--- src/design/sce_pkg.sv ---
`timescale 1ns / 1ps
`default_nettype none

package sce_pkg;

    typedef enum logic [3:0] {
        ALG_CCITT_FFFF = 4'd0,
        ALG_CCITT_ZERO = 4'd1,
        ALG_CRC16_8005 = 4'd2,
        ALG_CRC16_8408 = 4'd3,
        ALG_CCITT_WORD = 4'd4,
        ALG_FLETCHER16 = 4'd5,
        ALG_CRC32_LOW  = 4'd6,
        ALG_CRC32_HIGH = 4'd7,
        ALG_ADD_SUM    = 4'd8,
        ALG_XOR_SUM    = 4'd9,
        ALG_CRC8_1D    = 4'd10,
        ALG_INET_SUM   = 4'd11
    } t_alg;

    localparam logic [15:0] POLY_CCITT   = 16'h1021;
    localparam logic [15:0] POLY_8005    = 16'h8005;
    localparam logic [15:0] POLY_8408    = 16'h8408;
    localparam logic [31:0] POLY_CRC32   = 32'hEDB88320;
    localparam logic [7:0]  POLY_CRC8    = 8'h1D;
    localparam logic [15:0] INIT_16      = 16'hFFFF;
    localparam logic [31:0] INIT_32      = 32'hFFFFFFFF;
    localparam logic [7:0]  INIT_8       = 8'hFF;
    localparam logic [8:0]  FLETCHER_MOD = 9'd255;

    typedef struct packed {
        logic [7:0]  data_byte;
        logic        first_byte;
        logic        last_byte;
        logic [15:0] expected_value;
    } t_in_beat;

    typedef struct packed {
        logic [31:0] running_value;
        logic [7:0]  second_sum;
        logic [7:0]  held_byte;
        logic        odd_phase;
    } t_state;

    typedef struct packed {
        logic [15:0] checksum;
        logic        matches_res;
    } t_result;

    // Eight MSB-first shifts of the CCITT polynomial.
    function automatic logic [15:0] crc16_left8(input logic [15:0] x);
        logic [15:0] c;
        c = x;
        for (int i = 0; i < 8; i++) begin
            c = c[15] ? ((c << 1) ^ POLY_CCITT) : (c << 1);
        end
        return c;
    endfunction

    function automatic logic [15:0] crc16_right8(input logic [15:0] x,
                                                 input logic [15:0] poly);
        logic [15:0] c;
        c = x;
        for (int i = 0; i < 8; i++) begin
            c = c[0] ? ((c >> 1) ^ poly) : (c >> 1);
        end
        return c;
    endfunction

    function automatic logic [31:0] crc32_right8(input logic [31:0] x);
        logic [31:0] c;
        c = x;
        for (int i = 0; i < 8; i++) begin
            c = c[0] ? ((c >> 1) ^ POLY_CRC32) : (c >> 1);
        end
        return c;
    endfunction

    function automatic logic [7:0] crc8_left8(input logic [7:0] x);
        logic [7:0] c;
        c = x;
        for (int i = 0; i < 8; i++) begin
            c = c[7] ? ((c << 1) ^ POLY_CRC8) : (c << 1);
        end
        return c;
    endfunction

    // Reduction modulo 255 of a value below three times the modulus.
    function automatic logic [7:0] mod255(input logic [8:0] x);
        logic [8:0] r;
        if (x >= (FLETCHER_MOD << 1)) begin
            r = x - (FLETCHER_MOD << 1);
        end else if (x >= FLETCHER_MOD) begin
            r = x - FLETCHER_MOD;
        end else begin
            r = x;
        end
        return r[7:0];
    endfunction

endpackage

`default_nettype wire

--- src/design/sce_cfg_if.sv ---
`timescale 1ns / 1ps
`default_nettype none

interface sce_cfg_if;
    logic       valid;
    logic       ready;
    logic [3:0] algorithm;

    modport source (output valid, output algorithm, input ready);
    modport sink (input valid, input algorithm, output ready);
endinterface

`default_nettype wire

--- src/design/sce_in_if.sv ---
`timescale 1ns / 1ps
`default_nettype none

interface sce_in_if;
    logic        valid;
    logic        ready;
    logic [7:0]  data_byte;
    logic        first_byte;
    logic        last_byte;
    logic [15:0] expected_value;

    modport source (output valid, output data_byte, output first_byte,
                    output last_byte, output expected_value, input ready);
    modport sink (input valid, input data_byte, input first_byte,
                  input last_byte, input expected_value, output ready);
endinterface

`default_nettype wire

--- src/design/sce_out_if.sv ---
`timescale 1ns / 1ps
`default_nettype none

interface sce_out_if;
    logic        valid;
    logic        ready;
    logic [15:0] checksum;
    logic        matches_res;

    modport source (output valid, output checksum, output matches_res, input ready);
    modport sink (input valid, input checksum, input matches_res, output ready);
endinterface

`default_nettype wire

--- src/design/selectable_checksum_engine.sv ---
`timescale 1ns / 1ps
`default_nettype none

// Checksum engine over a byte stream, one of twelve algorithms.
// i_cfg writes the 4-bit algorithm select; it is always ready and should be
// written only while no byte is in flight. i_in carries one message byte per beat with
// first/last marks and, on the last beat, the expected checksum. o_res gives
// one beat per message: the 16-bit checksum and whether it matched.
// Each byte is folded into the running state combinationally, so the block
// takes one beat per clock unless a last byte waits on a stalled o_res. A result
// reaches o_res from its last byte via the input register, then the result register.
// When o_res stalls, bytes that are not last still flow into the running
// state; a last byte waits in the input register, and i_in.ready drops only
// once that register is occupied and cannot drain.
// Reset clears the algorithm select to CCITT with init 0xFFFF, the running
// state to zero and all valid flags.
module selectable_checksum_engine import sce_pkg::*; (
    input  logic      i_clk,
    input  logic      i_rst_n,
    sce_cfg_if.sink   i_cfg,
    sce_in_if.sink    i_in,
    sce_out_if.source o_res
);

    logic [3:0] r_alg;
    logic       r_in_valid;
    t_in_beat   r_in;
    t_state     r_state;
    logic       r_out_valid;
    t_result    r_out;

    t_state     n_state;
    t_result    n_out;
    logic       w_advance;
    logic       w_accept;

    // A byte leaves the input register unless it is a last byte facing a full,
    // stalled result register.
    assign w_advance = r_in_valid && (!r_in.last_byte || !r_out_valid || o_res.ready);
    assign w_accept  = i_in.valid && i_in.ready;

    assign i_in.ready  = !r_in_valid || w_advance;
    assign i_cfg.ready = 1'b1;

    sce_update u_update (
        .i_alg    (r_alg),
        .i_beat   (r_in),
        .i_state  (r_state),
        .o_state  (n_state),
        .o_result (n_out)
    );

    always_ff @(posedge i_clk) begin
        if (!i_rst_n) begin
            r_alg       <= ALG_CCITT_FFFF;
            r_in_valid  <= 1'b0;
            r_state     <= '0;
            r_out_valid <= 1'b0;
        end else begin
            if (i_cfg.valid) begin
                r_alg <= i_cfg.algorithm;
            end
            if (w_accept) begin
                r_in_valid <= 1'b1;
            end else if (w_advance) begin
                r_in_valid <= 1'b0;
            end
            if (w_advance) begin
                r_state <= n_state;
            end
            if (w_advance && r_in.last_byte) begin
                r_out_valid <= 1'b1;
            end else if (o_res.ready) begin
                r_out_valid <= 1'b0;
            end
        end
    end

    always_ff @(posedge i_clk) begin
        if (w_accept) begin
            r_in.data_byte      <= i_in.data_byte;
            r_in.first_byte     <= i_in.first_byte;
            r_in.last_byte      <= i_in.last_byte;
            r_in.expected_value <= i_in.expected_value;
        end
        if (w_advance && r_in.last_byte) begin
            r_out <= n_out;
        end
    end

    assign o_res.valid       = r_out_valid;
    assign o_res.checksum    = r_out.checksum;
    assign o_res.matches_res = r_out.matches_res;

    a_result_from_last: assert property (@(posedge i_clk) disable iff (!i_rst_n)
        (r_out_valid && !$past(r_out_valid)) |-> $past(w_advance && r_in.last_byte))
        else $error("result beat appeared without a last byte being processed");

    a_phase_cleared: assert property (@(posedge i_clk) disable iff (!i_rst_n)
        (w_advance && r_in.last_byte) |=> !r_state.odd_phase)
        else $error("word phase left set after end of message");

    a_unknown_alg_zero: assert property (@(posedge i_clk) disable iff (!i_rst_n)
        (w_advance && r_in.last_byte && (r_alg > ALG_INET_SUM))
        |=> (r_out_valid && (r_out.checksum == 16'h0000) && !r_out.matches_res))
        else $error("unused algorithm select produced a nonzero result");

endmodule

`default_nettype wire

--- src/design/sce_update.sv ---
`timescale 1ns / 1ps
`default_nettype none

module sce_update import sce_pkg::*; (
    input  logic [3:0] i_alg,
    input  t_in_beat   i_beat,
    input  t_state     i_state,
    output t_state     o_state,
    output t_result    o_result
);

    t_state      start;
    logic [15:0] rv16;
    logic [15:0] word;
    logic [15:0] word_crc;
    logic [16:0] word_sum;
    logic [15:0] word_inet;
    logic [7:0]  fl_s1;
    logic [7:0]  fl_s2;
    logic [31:0] crc32_next;
    logic [31:0] crc32_inv;
    logic [15:0] sum;
    logic        alg_known;

    // Restart on a first beat, before the byte is folded in.
    always_comb begin
        start = i_state;
        if (i_beat.first_byte) begin
            case (i_alg)
                ALG_CCITT_FFFF, ALG_CRC16_8408, ALG_CCITT_WORD: begin
                    start.running_value = {16'h0000, INIT_16};
                end
                ALG_CRC32_LOW, ALG_CRC32_HIGH: begin
                    start.running_value = INIT_32;
                end
                ALG_CRC8_1D: begin
                    start.running_value = {24'h000000, INIT_8};
                end
                default: begin
                    start.running_value = '0;
                end
            endcase
            start.second_sum = '0;
            start.held_byte  = '0;
            start.odd_phase  = 1'b0;
        end
    end

    assign rv16 = start.running_value[15:0];

    // A held high byte pairs with this one; an odd final byte is padded with zero.
    assign word      = start.odd_phase ? {start.held_byte, i_beat.data_byte}
                                       : {i_beat.data_byte, 8'h00};
    assign word_crc  = crc16_left8(crc16_left8(rv16 ^ word));
    assign word_sum  = {1'b0, rv16} + {1'b0, word};
    assign word_inet = word_sum[15:0] + {15'd0, word_sum[16]};

    assign fl_s1 = mod255({1'b0, start.running_value[7:0]} + {1'b0, i_beat.data_byte});
    assign fl_s2 = mod255({1'b0, start.second_sum} + {1'b0, fl_s1});

    assign crc32_next = crc32_right8(start.running_value ^ {24'h000000, i_beat.data_byte});
    assign crc32_inv  = ~crc32_next;

    always_comb begin
        o_state   = start;
        sum       = '0;
        alg_known = 1'b1;
        case (i_alg)
            ALG_CCITT_FFFF, ALG_CCITT_ZERO: begin
                sum = crc16_left8(rv16 ^ {i_beat.data_byte, 8'h00});
                o_state.running_value = {16'h0000, sum};
            end
            ALG_CRC16_8005: begin
                sum = crc16_right8(rv16 ^ {8'h00, i_beat.data_byte}, POLY_8005);
                o_state.running_value = {16'h0000, sum};
            end
            ALG_CRC16_8408: begin
                sum = crc16_right8(rv16 ^ {8'h00, i_beat.data_byte}, POLY_8408);
                o_state.running_value = {16'h0000, sum};
            end
            ALG_CCITT_WORD, ALG_INET_SUM: begin
                if (start.odd_phase || i_beat.last_byte) begin
                    o_state.running_value = {16'h0000,
                        ((i_alg == ALG_CCITT_WORD) ? word_crc : word_inet)};
                    o_state.odd_phase = 1'b0;
                end else begin
                    o_state.held_byte = i_beat.data_byte;
                    o_state.odd_phase = 1'b1;
                end
                sum = (i_alg == ALG_CCITT_WORD) ? o_state.running_value[15:0]
                                                : ~o_state.running_value[15:0];
            end
            ALG_FLETCHER16: begin
                o_state.running_value = {24'h000000, fl_s1};
                o_state.second_sum    = fl_s2;
                sum = {fl_s2, fl_s1};
            end
            ALG_CRC32_LOW, ALG_CRC32_HIGH: begin
                o_state.running_value = crc32_next;
                sum = (i_alg == ALG_CRC32_LOW) ? crc32_inv[15:0] : crc32_inv[31:16];
            end
            ALG_ADD_SUM: begin
                sum = rv16 + {8'h00, i_beat.data_byte};
                o_state.running_value = {16'h0000, sum};
            end
            ALG_XOR_SUM: begin
                sum = rv16 ^ {8'h00, i_beat.data_byte};
                o_state.running_value = {16'h0000, sum};
            end
            ALG_CRC8_1D: begin
                sum = {8'h00, crc8_left8(start.running_value[7:0] ^ i_beat.data_byte)};
                o_state.running_value = {16'h0000, sum};
            end
            default: begin
                alg_known = 1'b0;
            end
        endcase
        if (i_beat.last_byte) begin
            o_state.odd_phase = 1'b0;
        end
    end

    assign o_result.checksum    = alg_known ? sum : 16'h0000;
    assign o_result.matches_res = alg_known && (sum == i_beat.expected_value);

endmodule

`default_nettype wire

--- src/flat_wrapper.sv ---
// flat-port wrapper written by rule: the top's interface ports become plain ports
module selectable_checksum_engine_flat import sce_pkg::*;
  (i_clk, i_rst_n, i_cfg_valid, i_cfg_algorithm, i_cfg_ready, i_in_valid, i_in_data_byte, i_in_first_byte, i_in_last_byte, i_in_expected_value, i_in_ready, o_res_valid, o_res_checksum, o_res_matches_res, o_res_ready);
  sce_cfg_if i_cfg_i ();
  sce_in_if i_in_i ();
  sce_out_if o_res_i ();
  input  logic i_clk;
  input  logic i_rst_n;
  input wire logic [$bits(i_cfg_i.valid)-1:0] i_cfg_valid;
  input wire logic [$bits(i_cfg_i.algorithm)-1:0] i_cfg_algorithm;
  output wire logic [$bits(i_cfg_i.ready)-1:0] i_cfg_ready;
  input wire logic [$bits(i_in_i.valid)-1:0] i_in_valid;
  input wire logic [$bits(i_in_i.data_byte)-1:0] i_in_data_byte;
  input wire logic [$bits(i_in_i.first_byte)-1:0] i_in_first_byte;
  input wire logic [$bits(i_in_i.last_byte)-1:0] i_in_last_byte;
  input wire logic [$bits(i_in_i.expected_value)-1:0] i_in_expected_value;
  output wire logic [$bits(i_in_i.ready)-1:0] i_in_ready;
  output wire logic [$bits(o_res_i.valid)-1:0] o_res_valid;
  output wire logic [$bits(o_res_i.checksum)-1:0] o_res_checksum;
  output wire logic [$bits(o_res_i.matches_res)-1:0] o_res_matches_res;
  input wire logic [$bits(o_res_i.ready)-1:0] o_res_ready;
  assign i_cfg_i.valid = i_cfg_valid;
  assign i_cfg_i.algorithm = i_cfg_algorithm;
  assign i_cfg_ready = i_cfg_i.ready;
  assign i_in_i.valid = i_in_valid;
  assign i_in_i.data_byte = i_in_data_byte;
  assign i_in_i.first_byte = i_in_first_byte;
  assign i_in_i.last_byte = i_in_last_byte;
  assign i_in_i.expected_value = i_in_expected_value;
  assign i_in_ready = i_in_i.ready;
  assign o_res_valid = o_res_i.valid;
  assign o_res_checksum = o_res_i.checksum;
  assign o_res_matches_res = o_res_i.matches_res;
  assign o_res_i.ready = o_res_ready;
  selectable_checksum_engine u_core (.i_clk(i_clk), .i_rst_n(i_rst_n), .i_cfg(i_cfg_i), .i_in(i_in_i), .o_res(o_res_i));
endmodule
--- config.mk ---
export PLATFORM = sky130hd
export DESIGN_NAME = selectable_checksum_engine_flat
export DESIGN_NICKNAME = d
export VERILOG_FILES = /design/src/design/sce_pkg.sv /design/src/design/sce_cfg_if.sv /design/src/design/sce_in_if.sv /design/src/design/sce_out_if.sv /design/src/design/selectable_checksum_engine.sv /design/src/design/sce_update.sv /design/src/flat_wrapper.sv
export SDC_FILE = /design/constraint.sdc
export NUM_CORES = 1
export LEC_CHECK = 0
export ABC_AREA = 1
export BUFFER_PORTS_ARGS = -buffer_cell sky130_fd_sc_hd__buf_2
export CAP_MARGIN = 20
export CORE_MARGIN = 1
export CORE_UTILIZATION = 35
export CTS_BUF_LIST = sky130_fd_sc_hd__clkbuf_8
export CTS_CLUSTER_SIZE = 16
export DETAILED_ROUTE_END_ITERATION = 12
export GPL_TIMING_DRIVEN = 0
export SYNTH_ARGS = -nofsm -noshare
export SYNTH_HDL_FRONTEND = slang
export SYNTH_SLANG_ARGS = --single-unit
--- constraint.sdc ---
create_clock -name i_clk -period 11.82 [get_ports i_clk]
set_input_delay 2.364 -clock i_clk [delete_from_list [all_inputs] [get_ports i_clk]]
set_output_delay 2.364 -clock i_clk [all_outputs]
set_load 0.005 [all_outputs]
* Word level (Yosys, flattened, before mapping)
Cells that the tools add are included.
** Word-level totals
- Bits in registers :: 98
- Output and inout bits :: 20
** Cells by class
- $add $sub $neg :: 9
- Order comparisons :: 4
- Equal/unequal tests :: 12
- Muxes and demuxes :: 80
- Bitwise operators :: 63
- Reductions and logical operators :: 19
** Operator list (count)
- $mux W16 :: 20
- $mux W32 :: 10
- $mux W13 :: 24
- $pmux W32 S9 :: 1
- $pmux W16 S9 :: 1
- $not A13 Y14 :: 8
- $pmux W32 S3 :: 1
- $not A3 Y3 :: 24
- $mux W49 :: 1
- $mux W8 :: 6
- $not A2 Y3 :: 16
- $mux W5 :: 8
- $not A32 Y32 :: 1
- $not A4 Y4 :: 8
- $sub A8 B8 Y8 const B :: 4
- $xor A16 B16 Y16 :: 2
- $xor A32 B8 Y32 :: 1
- $add A8 B8 Y9 :: 2
- $ge A9 B8 Y1 const B :: 2
- $ge A9 B9 Y1 const B :: 2
- $add A16 B16 Y17 :: 1
- $add A16 B1 Y16 :: 1
- $add A16 B8 Y16 :: 1
- $eq A16 B16 Y1 :: 1
- 17 further kinds :: 41

* Depth between registers and ports, before layout
Gate-level depths: netlist (run 1).
- Word-level depth :: 46
- Depth in mapped cells :: 48

* By module
From an unflattened synthesis (run 1), not the netlist that was laid out.
** Unflattened totals
- Cell total of the unflattened synthesis :: 2109
- Area, all modules :: 12263.0 µm²
** By module, submodules not included
- sce_update :: times used 1, cells an instance 1711, area an instance 8534.4 µm², seq. area each 0.0 µm²
- selectable_checksum_engine :: times used 1, cells an instance 398, area an instance 3728.6 µm², seq. area each 2392.3 µm²

* Least setup slack after synthesis (run 1)
OpenSTA, ideal clock, no wires.
- Path kind :: reg2reg
- Start :: register u_core.r_in[17] (netlist bit)
- End :: register u_core.r_out (netlist bit u_core.o_res.matches_res), data pin
- Setup time :: 0.138 ns
- Arrival time :: 5.503 ns
- Data required time :: 11.682 ns
- Slack :: 6.179 ns
- Cell stages (with the launch flop) :: 41
- Buffers on the path :: 1
- Clock period less this slack :: 5.641 ns
- Cells stage by stage :: edfxtp_1 -> inv_1 -> buf_2 -> nor2_1 -> nand2_2 -> o21ai_0 -> inv_1 -> ha_1 -> inv_1 -> fa_1 -> nor2_2 -> nand2_1 -> nand2_1 -> nand2_1 -> nand2_2 -> nand2_1 -> nor3_2 -> nand3_2 -> [5 not listed] -> inv_1 -> fa_1 -> xnor2_1 -> ha_1 -> inv_1 -> nor3_1 -> nand4_1 -> nand3_2 -> nand3b_1 -> a21oi_1 -> nor2_1 -> a21oi_1 -> nand2_1 -> nand2_1 -> nand2_1 -> nor2_1 -> nand2_1 -> nor2_1
** RTL lines
- start, declared :: RTL line selectable_checksum_engine.sv:27 : t_in_beat r_in;
- end signal, assigned :: RTL line selectable_checksum_engine.sv:87 : r_out <= n_out;
- end, declared :: RTL line selectable_checksum_engine.sv:30 : t_result r_out;

==> metrics.txt, run 1 <==
GRT Overall Usage 0.284; Max Slew Vio Count 0; RD Place Congestion 1.03; postcts setup bufs 0; fin crit period 8.13 ns; Worst path most repeated cell nand2_1; Post-Synth Simple-Gate Area 0.395; Rows 65; async set-reset flop share out of synthesis 0; compound-cell area share of the yosys netlist 0.146; multi-input logic area 0.00772 sq mm; core region area 0.0318 sq mm; Post-Syn Instances 1889; #FFs+latches synth 98; PortBufs 53; Worst setup EP type register; FF/Latch Area about 0.0024 sq mm; synthesis warning total 0; Setup crit start u_core.r_in[17]; mux contribution to synthesized area 0; drt pass-1 iters 7; worst hold path type register to register; worst slew pin tran between 1 and 1.5 ns; number of synthesized flops with an enable pin 43; pin count of the biggest net entering global routing 18; placed inst area 0.0122 sq mm; pwr dens 135 mW/mm^2; final instance area 0.0124 sq mm; Synth Area in XOR/XNOR 0.0812; fillers 3510; CTS Buffer Depth 2; CTS sink count 98; Final Net Count 2039; R2R Path Start u_core.r_in[17]; total gr overflow 0; initial DRC count 1438; Hold Slack 0.472 ns; Die X around 180 um; RSZ-0062 raised after global routing no; Layout area overhead 8.97%; layout cell share with drive strength beyond 1 0.0872; Synth Area per Inst approximately 6 sq um; DP HPWL 38.1 mm; period utilisation layout 0.687; max-capacitance violation count 0; Vias/cell between 5 and 6; global-route wire length before repair between 70 and 80 mm; final setup vio count 0; Total Neg Setup Slack 0 ns; Max-Slew Margin vs Limit 0.266; CTS resizes 0; Final ANT Viol Nets 0; Antenna Cells 0; Req. time, crit path 12.00 ns; antenna violations before repair 1; Synth Area in Adders 0.0558; Hold Fails Final Rpt 0; clk slew on worst S/H paths roughly 0.11 ns; vias 12.9k; IR Drop Worst-Case VDD 0.0542 mV; max incr delay on CP 0.74 ns; CTS Hold Buffers Added 0; Unique masters post-synth 62; Worst EP arrival 8.31 ns; residual DRC count 0; startpoint types register; main combinational cell family by area after synthesis simple AND/OR/NAND/NOR gates; clk_lat worst skew between 0.4 and 0.5 ns; vias in the first global route 11.8k; Layout Cells excl Fill 2395; H-Tree Depth 3; Post-Syn Nets approximately 2k; hold path cells 2; sequential fraction of the synthesis area 0.210; crit path kind register to register; outcome complete, no violations; Post-Route WL 46.9 mm; Die Y 182 um; DIE AREA between 0.03 and 0.04 sq mm; slowest CP cell edfxtp_1; P_leak around 6.3 nW; initial core utilization 0.358; CTS Buf Count 9; final core utilization 0.390; min-delay src u_core.r_state[30]; post-synth design cell area roughly 0.011 sq mm; R2R depth 39; Root Driver clkbuf_8; Cell Count Post-Placement 2378; clk_skew 0.0274 ns; Max Fanout on Critical Path 10; CTS tree yes; maximum clock rate 123 MHz; drt wl/cell between 15 and 20 um; I/O Pins 55; leading register cell type out of synthesis dfxtp_1
-- Yosys cell counts, drive strengths merged, types with 2 or more instances --
| cell | n | share of area |
|---|---|---|
| nand2 | 649 | 0.23 |
| inv | 258 | 0.086 |
| nor2 | 162 | 0.057 |
| nand3 | 150 | 0.068 |
| a21oi | 106 | 0.047 |
| o21ai | 103 | 0.046 |
| xor2 | 76 | 0.061 |
| dfxtp | 55 | 0.097 |
| ha | 46 | 0.051 |
| edfxtp | 43 | 0.11 |
| nand4 | 37 | 0.020 |
| clkbuf | 32 | 0.011 |
| xnor2 | 24 | 0.020 |
| buf | 23 | 0.014 |
| o22ai | 15 | 0.0082 |
| a221oi | 14 | 0.011 |
| o211ai | 14 | 0.0092 |
| nor3 | 13 | 0.0062 |
| a211oi | 8 | 0.0053 |
| nand3b | 8 | 0.0053 |
| a22oi | 7 | 0.0046 |
| a31oi | 6 | 0.0033 |
| or2 | 6 | 0.0033 |
| and2 | 4 | 0.0022 |
| clkinv | 4 | 0.0013 |
| fa | 3 | 0.0053 |
| o2111ai | 3 | 0.0023 |
| o221ai | 3 | 0.0023 |
| a2111oi | 2 | 0.0015 |
| nand2b | 2 | 0.0011 |
| o21bai | 2 | 0.0013 |
| o31ai | 2 | 0.0013 |
-- flip-flops by register name, summed over array words and instances, names as in the netlist --
name                      count
u_core.o_res.valid            1
u_core.r_state               49
u_core.r_alg                  4
u_core.o_res.checksum        16
u_core.r_in                  26
u_core.o_res.matches_res      1
u_core.r_in_valid             1
-- kinds of logic (layout without fill, tap and decap cells) --
kind of cell | count (synthesis) | in the layout
AOI/OAI and AO/OA | 289 | 289
adders and majority gates | 49 | 49
DFF | 98 | 98
xor gates and xnor gates | 100 | 100
other | 1 | 1
buffers and inverters | 317 | 388
and+or+nand+nor | 1035 | 1035
-- report_power, final --
group	switching [mW]	internal, mW	leakage (nW)
clock	0.142	0.0790	0.0971
combinational	0.745	0.319	5.34
sequential	0.0140	0.380	0.864
total	0.901	0.778	6.30
-- cell type report --
| cell class | instances | share of cell area |
|---|---|---|
| Multi-Input combinational cell | 1474 | 0.622 |
| Sequential cell | 98 | 0.193 |
| Inverter | 262 | 0.0797 |
| Tap cell | 435 | 0.0439 |
| Timing Repair Buffer | 55 | 0.0242 |
| Buffer | 55 | 0.0230 |
| Clock buffer | 9 | 0.00999 |
| Clock inverter | 7 | 0.00424 |
-- final timing paths --
path / end / slack, ns
setup / recovery: u_core.o_res.matches_res / 3.69
hold / removal: u_core.r_state[30] / 0.47
setup reg to reg: u_core.o_res.matches_res / 3.69
hold reg to reg: u_core.r_state[30] / 0.47
-- critical path, delay by kind of cell, from the launching register on --
family / cells / cell delay [ns]
AND/OR/NAND/NOR: 24 / 3.30
buffers and inverters: 8 / 1.68
adder cells (fa/ha/maj): 4 / 1.31
flip-flops: 1 / 0.74
AO/OA/AOI/OAI: 2 / 0.48
XOR/XNOR: 1 / 0.34
-- through the flow --
| step | total power, mW | worst slack (ns) |
|---|---|---|
| after floorplan | 1.13 | 6.18 |
| after global placement | 1.43 | 4.08 |
| after detailed placement | 1.43 | 4.01 |
| after CTS | 1.66 | 3.97 |
| after global routing | 1.80 | 3.39 |
| final | 1.68 | 3.69 |
-- cells in the final DEF (no fill, tap or decap), types with 5 or more instances in the layout --
cell type and n:
o21ai_0 94, a221oi_1 14, buf_4 9, a211oi_1 8
ha_1 46, nand3b_1 8, xnor2_1 22, o211ai_1 14
inv_1 242, dfxtp_1 55, buf_2 63, nand2_4 6
clkbuf_1 30, nand2_1 620, inv_2 14, nand4_1 37
nor2_1 150, nand3_2 5, o22ai_1 15, nand2_2 19
a31oi_1 6, edfxtp_1 43, a21oi_1 105, clkbuf_8 9
nand3_1 145, nor3_1 12, nor2_2 9, o21ai_1 7
xor2_1 73, a22oi_1 7
-- layer usage --
layer	up-vias	wire [um]	global-route usage	part of all wire
met2	617	19200	0.419	0.41
met4	0	2150	0.127	0.046
met5	-	0	0	0
met1	5913	20800	0.384	0.44
li1	6255	-	-	-
met3	108	4730	0.0774	0.10
No activity file was read; power rests on OpenSTA's default activity.
==> run 2, diff against run 1 <==
- ABC_AREA: 1 -> 0
- clock period: 11.82 -> 7.9 ns (I/O delays scaled with it)
==> metrics.txt, run 2 <==
count leader, synth xnor2_1 (was nand2_1); global-route wire length before repair 74.5 mm (was 70.5 mm); R2R depth 26 (was 39); RD Place Congestion 1.01 (was 1.03); drt wl/cell 27.1 um (was 19.6 um); vias 11.8k (was 12.9k); IR Drop Worst-Case VDD 0.105 mV (was 0.0542 mV); H-Tree Depth 3 (unchanged); commonest cells after routing, fill and taps aside xnor2_1, nand2_1, nor2_1 (was nand2_1, inv_1, nor2_1); I/O Pins 55 (unchanged); Comb pwr share 0.662 (was 0.634); min-delay src u_core.r_state[43] (was u_core.r_state[30]); Final Net Count 1569 (was 2039); NetSw 1.42 mW (was 0.901 mW); Int Power 1.39 mW (was 0.778 mW); DP HPWL 40.0 mm (was 38.1 mm); most flop-heavy register u_core.r_state (unchanged); Max Slew Vio Count 0 (unchanged); synthesis warning total 0 (unchanged); clk_lat worst skew 0.41 ns (was 0.42 ns); leading register cell type out of synthesis dfxtp_1 (unchanged); Worst setup EP type register (unchanged); maximum clock rate 131 MHz (was 123 MHz); initial core utilization 0.359 (was 0.358); hold endpoint u_core.r_state[43] (was u_core.r_state[30]); async set-reset flop share out of synthesis 0 (unchanged); period utilisation layout 0.968 (was 0.687); layout cell share with drive strength beyond 1 0.150 (was 0.0872); core region area 0.0309 sq mm (was 0.0318 sq mm); Yosys top cell by area edfxtp_1 (was nand2_1); DIE AREA 0.0324 sq mm (was 0.0332 sq mm); pin count of the biggest net entering global routing 19 (was 18); part of the power in registers 0.208 (was 0.235); setup slack, reg-to-reg 0.25 ns (was 3.69 ns); Hold Fails Final Rpt 0 (unchanged); Die Y 180 um (was 182 um); crit path kind register to register (unchanged); R2R Path Start u_core.r_alg[3] (was u_core.r_in[17]); top post-synthesis cells by count xnor2_1, nand2_1, nor2_1, o21ai_0, a21oi_1 (was nand2_1, inv_1, nor2_1, nand3_1, a21oi_1); max-capacitance violation count 0 (unchanged); most common cell after layout, fill and taps aside xnor2_1 (was nand2_1); initial DRC count 1343 (was 1438); final instance area 0.0127 sq mm (was 0.0124 sq mm); post-synth design cell area 0.0111 sq mm (was 0.0114 sq mm); area share of the largest cell type after synthesis 0.117 (was 0.204); Max Fanout on Critical Path 10 (unchanged); Final ANT Viol Nets 0 (unchanged); Req. time, crit path 8.18 ns (was 12.00 ns); Hold Slack 0.477 ns (was 0.472 ns); vias in the first global route 11.2k (was 11.8k); max FFs per register 49 (unchanged); Post-Syn Instances 1395 (was 1889); CTS sink count 98 (unchanged); Die X 180 um (was 182 um); Synth Area per Inst 7.94 sq um (was 6.03 sq um); Antenna Cells 0 (unchanged); Root Driver clkbuf_8 (unchanged); total gr overflow 0 (unchanged); antenna violations before repair 1 (unchanged); Rows 64 (was 65); Unique masters post-synth 91 (was 62); startpoint types register (unchanged); Max-Slew Margin vs Limit 0.156 (was 0.266); fin crit period 7.65 ns (was 8.13 ns); hold path cells 2 (unchanged); #FFs+latches synth 98 (unchanged); PortBufs 51 (was 53); worst slew pin tran 1.26 ns (was 1.10 ns); final setup vio count 0 (unchanged); CTS Buffer Depth 2 (unchanged); CTS Buf Count 9 (unchanged); Clk network pwr share 0.130 (was 0.131); placed inst area 0.0119 sq mm (was 0.0122 sq mm); P_leak 4.59 nW (was 6.30 nW); drt pass-1 iters 6 (was 7); top cells by area, synth edfxtp_1, xnor2_1, dfxtp_1, ha_1, xor2_1 (was nand2_1, edfxtp_1, dfxtp_1, inv_1, nand3_1); fillers 3214 (was 3510); clk_skew 0.0202 ns (was 0.0274 ns); CTS Hold Buffers Added 0 (unchanged); GRT Overall Usage 0.310 (was 0.284); CTS tree yes (unchanged); outcome complete, no violations (unchanged); FF-to-FF End u_core.o_res.matches_res (unchanged); Post-Route WL 51.2 mm (was 46.9 mm); Layout area overhead 14.8% (was 8.97%); number of synthesized flops with an enable pin 43 (unchanged); overall power 2.82 mW (was 1.68 mW); worst hold path type register to register (unchanged); Post-Syn Nets 1479 (was 1973); Vias/cell 6.26 (was 5.38); pwr dens 221 mW/mm^2 (was 135 mW/mm^2); clk slew on worst S/H paths 0.12 ns (was 0.11 ns); Worst EP arrival 7.92 ns (was 8.31 ns); sw frac 0.505 (was 0.537); sequential fraction of the synthesis area 0.216 (was 0.210); residual DRC count 0 (unchanged)
[run 2: changes by cell type after synthesis, sizes merged, moves of 31 or more]
cell,change
xnor2,+117
nor2b,+32
clkbuf,+37
nand2,-540
nor2,-54
nand3,-111
a21boi,+31
inv,-222
[run 2: cells by family after synthesis]
logic type / share of synthesized area
and+or+nand+nor: 0.200
buffers and inverters: 0.0474
other: 0.000338
DFF: 0.216
adders and majority gates: 0.0573
AOI/OAI and AO/OA: 0.282
xor gates and xnor gates: 0.178
muxes: 0.0191
[run 2: what timing repair did]
action	in CTS	in global routing
buffers inserted	11	9
pin swaps	8	20
resized for setup	48	48
endpoints found under the setup margin	18	2
[run 2: power groups by stage]
| stage | sequential [mW] | combinational, mW | clock (mW) |
|---|---|---|---|
| CTS | 0.583 | 1.73 | 0.369 |
| finish | 0.585 | 1.86 | 0.366 |
| global placement | 0.595 | 1.66 | 0 |
| floorplan | 0.587 | 1.15 | 0 |
| detailed placement | 0.595 | 1.66 | 0 |
| global route | 0.587 | 1.95 | 0.388 |
[run 2: per-stage QoR]
step	instances	setup slack, ns	utilization	setup TNS (ns)
global route	1886	-0.0427	0.412	-0.0427
finish	1886	0.252	0.412	0
CTS	1875	0.000282	0.402	0
floorplan	1395	0.682	-	0
global placement	1842	-1.79	0.383	-15.68
detailed placement	1849	-1.78	0.386	-15.13
[run 2: worst max-delay path by stage]
stage,start,endpoint,slack [ns],cells after the start
final,u_core.r_alg[3],u_core.o_res.matches_res,0.25,26
after global routing,u_core.r_alg[3],u_core.o_res.matches_res,-0.04,27
after CTS,u_core.r_alg[3],u_core.o_res.matches_res,0.0003,29
after detailed placement,u_core.r_alg[3],u_core.o_res.matches_res,-1.78,28
after global placement,u_core.r_alg[3],u_core.o_res.matches_res,-1.79,28
after floorplan,u_core.r_alg[3],u_core.o_res.matches_res,0.68,28
[run 2: layout make-up]
cell class / instances / area, sq um / share of cell area
Buffer: 88 / 393 / 0.0309
Sequential cell: 98 / 2390 / 0.188
Multi-Input combinational cell: 1170 / 8600 / 0.676
Clock buffer: 9 / 124 / 0.00974
Timing Repair Buffer: 81 / 497 / 0.0390
Inverter: 37 / 143 / 0.0112
Clock inverter: 7 / 82.6 / 0.00649
Tap cell: 396 / 495 / 0.0389
[run 2: critical path: stages, from the launching register on]
cell and delay, ns:
dfxtp_1 0.35, buf_4 0.18, or4bb_4 0.59, o31a_4 0.22, a21oi_4 0.24, ha_4 0.19, inv_1 0.06, fa_2 0.49
and4b_2 0.39, a211oi_4 0.07, xnor2_2 0.26, and3_4 0.30, nand3_1 0.16, a211oi_1 0.45, nor2_2 0.13, ha_1 0.31
a211oi_2 0.35, nor2_1 0.14, xor2_1 0.44, and2_1 0.31, o31a_1 0.19, o221a_2 0.20, nand4_1 0.22, or3_1 0.45
a221oi_4 0.34, and4_1 0.26, and4_1 0.19
[run 2: layer usage]
metal / global-route usage / vias up / wire (um)
met5: 0 / - / 15
met1: 0.407 / 5755 / 21700
met4: 0.143 / 2 / 2490
met3: 0.0462 / 129 / 3750
li1: - / 5315 / -
met2: 0.501 / 605 / 23200
==> run 3, diff against run 2 <==
- SYNTH_HIERARCHICAL: unset -> 1
==> metrics.txt, run 3 <==
Hold Fails Final Rpt 0 (unchanged); number of synthesized flops with an enable pin 43 (unchanged); global-route wire length before repair 76.6 mm (was 74.5 mm); drt pass-1 iters 5 (was 6); commonest cells after routing, fill and taps aside nand2_1, xnor2_1, a21oi_1 (was xnor2_1, nand2_1, nor2_1); Max Slew Vio Count 0 (unchanged); outcome complete, no violations (unchanged); Setup crit start u_core/r_alg[1] (was u_core.r_alg[3]); leading register cell type out of synthesis dfxtp_1 (unchanged); Die X 185 um (was 180 um); Post-Syn Instances 1507 (was 1395); R2R Path Start u_core/r_alg[1] (was u_core.r_alg[3]); period utilisation layout 0.972 (was 0.968); Rows 66 (was 64); pre-CTS setup slack -2.54 ns (was -1.78 ns); final setup margin 0.221 ns (was 0.252 ns); clk_skew 0.0360 ns (was 0.0202 ns); drt wl/cell 25.8 um (was 27.1 um); placed inst area 0.0126 sq mm (was 0.0119 sq mm); CTS Buffer Depth 2 (unchanged); Final ANT Viol Nets 0 (unchanged); Antenna Cells 0 (unchanged); CTS Hold Buffers Added 0 (unchanged); I/O Pins 55 (unchanged); Synth Area per Inst 7.81 sq um (was 7.94 sq um); DIE AREA 0.0344 sq mm (was 0.0324 sq mm); vias in the first global route 11.6k (was 11.2k); Layout Cells excl Fill 2049 (was 1886); met3 WL 4.82 mm (was 3.75 mm); most common cell after layout, fill and taps aside nand2_1 (was xnor2_1); CTS Buf Count 9 (unchanged); count leader, synth nand2_1 (was xnor2_1); overall power 3.03 mW (was 2.82 mW); max incr delay on CP 0.61 ns (was 0.59 ns); DP HPWL 41.5 mm (was 40.0 mm); max-capacitance violation count 0 (unchanged); startpoint types register (unchanged); min-delay src u_core/r_state[14] (was u_core.r_state[43]); pwr dens 223 mW/mm^2 (was 221 mW/mm^2); Worst setup EP type register (unchanged); P_leak 5.18 nW (was 4.59 nW); final instance area 0.0136 sq mm (was 0.0127 sq mm); sequential fraction of the synthesis area 0.203 (was 0.216); synthesis warning total 6 (was 0); pin count of the biggest net entering global routing 27 (was 19); H-Tree Depth 3 (unchanged); CTS tree yes (unchanged); worst slew pin tran 1.19 ns (was 1.26 ns); final setup vio count 0 (unchanged); FF/Latch Area 0.00240 sq mm (was 0.00239 sq mm); crit path kind register to register (unchanged); total gr overflow 0 (unchanged); core region area 0.0328 sq mm (was 0.0309 sq mm); most flop-heavy register u_core/r_state (was u_core.r_state); fin crit period 7.68 ns (was 7.65 ns); fillers 3408 (was 3214); DR top layer met5 (unchanged); clk slew on worst S/H paths 0.13 ns (was 0.12 ns); top post-synthesis cells by count nand2_1, xnor2_1, a21oi_1, nor2_1, o21ai_0 (was xnor2_1, nand2_1, nor2_1, o21ai_0, a21oi_1); post-synth design cell area 0.0118 sq mm (was 0.0111 sq mm); Worst EP arrival 7.94 ns (was 7.92 ns); Unique masters post-synth 109 (was 91); PortBufs 51 (unchanged); residual DRC count 0 (unchanged); max FFs per register 49 (unchanged); Vias/cell 6.05 (was 6.26); Yosys top cell by area edfxtp_1 (unchanged); vias 12.4k (was 11.8k); Root Driver clkbuf_8 (unchanged); Post-Syn Nets 1588 (was 1479); Die Y 185 um (was 180 um); area share of the largest cell type after synthesis 0.110 (was 0.117); #FFs+latches synth 98 (unchanged); antenna violations before repair 2 (was 1); top cells by area, synth edfxtp_1, xnor2_1, dfxtp_1, nand2_1, mux2i_1 (was edfxtp_1, xnor2_1, dfxtp_1, ha_1, xor2_1); async set-reset flop share out of synthesis 0 (unchanged); worst hold path type register to register (unchanged); IR Drop Worst-Case VDD 0.135 mV (was 0.105 mV); clk_lat worst skew 0.45 ns (was 0.41 ns); slowest CP cell or4_4 (was or4bb_4); Layout area overhead 15.4% (was 14.8%); GRT Overall Usage 0.309 (was 0.310); met2 WL 22.7 mm (was 23.2 mm); CTS sink count 98 (unchanged); initial core utilization 0.359 (about the same); RD Place Congestion 1.10 (was 1.01); Post-Route WL 52.9 mm (was 51.2 mm); maximum clock rate 130 MHz (was 131 MHz); layout cell share with drive strength beyond 1 0.164 (was 0.150); Max Fanout on Critical Path 10 (unchanged); multi-input logic area 0.00913 sq mm (was 0.00860 sq mm); Req. time, crit path 8.16 ns (was 8.18 ns); M1 wire length 22.6 mm (was 21.7 mm); Final Net Count 1683 (was 1569); Max-Slew Margin vs Limit 0.199 (was 0.156); initial DRC count 1294 (was 1343); Cell Count Post-Placement 2003 (was 1849)
run 3: changes by cell type in the layout (fill, tap and decap cells not counted), sizes merged, moves of 14 or more:
cell / delta
mux2i: +55
buf: +34
o21ai: -16
a21boi: -24
nand2: +113
nor2: -23
a21o: +14
run 3: what timing repair did:
action                                  CTS  global route
pin swaps                                 7            28
buffers inserted                         20            15
endpoints found under the setup margin   17             3
gates resized for setup                  71            62
run 3: final cells by class:
type / instances / area share
plain buffers: 103 / 0.0438
clock buffers: 10 / 0.0101
clock inverters: 6 / 0.00433
inverters: 46 / 0.0127
multi-input cells: 1255 / 0.672
flip-flops and latches: 98 / 0.177
well taps: 442 / 0.0407
repair buffers: 89 / 0.0397
run 3: layer usage:
layer,global-route usage,vias up
li1,-,5660
met1,0.415,5926
met2,0.469,687
met3,0.0580,124
met4,0.158,4
met5,0,-
run 3: per-stage QoR:
| step | util | setup TNS, ns | hold slack (ns) |
|---|---|---|---|
| 2_1_floorplan | - | 0 | 0.429 |
| 3_3_place_gp | 0.384 | -32.39 | 0.437 |
| 3_5_place_dp | 0.384 | -23.95 | 0.451 |
| 4_1_cts | 0.403 | 0 | 0.466 |
| 5_1_grt | 0.415 | -0.0678 | 0.481 |
| 6_report | 0.415 | 0 | 0.463 |
run 3: worst max-delay path, delay by kind of cell (launching register included):
family          cells  cell delay (ns)
compound gates     12             2.94
simple gates        9             2.86
buf+inv             4             0.74
fa+ha+maj           2             0.55
flops               1             0.38
run 3: kinds of logic (layout without fill, tap and decap cells):
family / count (synthesis) / count (layout) / share of synthesized area
buf+inv: 154 / 254 / 0.0621
xor+xnor: 201 / 201 / 0.157
simple gates: 511 / 511 / 0.212
mux: 76 / 76 / 0.0657
fa+ha+maj: 47 / 47 / 0.0517
other cells: 1 / 1 / 0.000319
compound gates: 419 / 419 / 0.249
flops: 98 / 98 / 0.203
run 3: where the power goes:
| group | switching (mW) | total (mW) | internal [mW] |
|---|---|---|---|
| Combinational | 1.31 | 2.08 | 0.769 |
| Clock | 0.225 | 0.355 | 0.129 |
| Sequential | 0.0272 | 0.592 | 0.565 |
| Total | 1.56 | 3.03 | 1.46 |
run 3: final timing paths:
path,to,slack [ns],depth (start not counted)
worst max register to register,u_core/o_res.matches_res,0.22,27
worst min register to register,u_core/r_state[14],0.46,2
worst min-delay path,u_core/r_state[14],0.46,2
worst max-delay path,u_core/o_res.matches_res,0.22,27
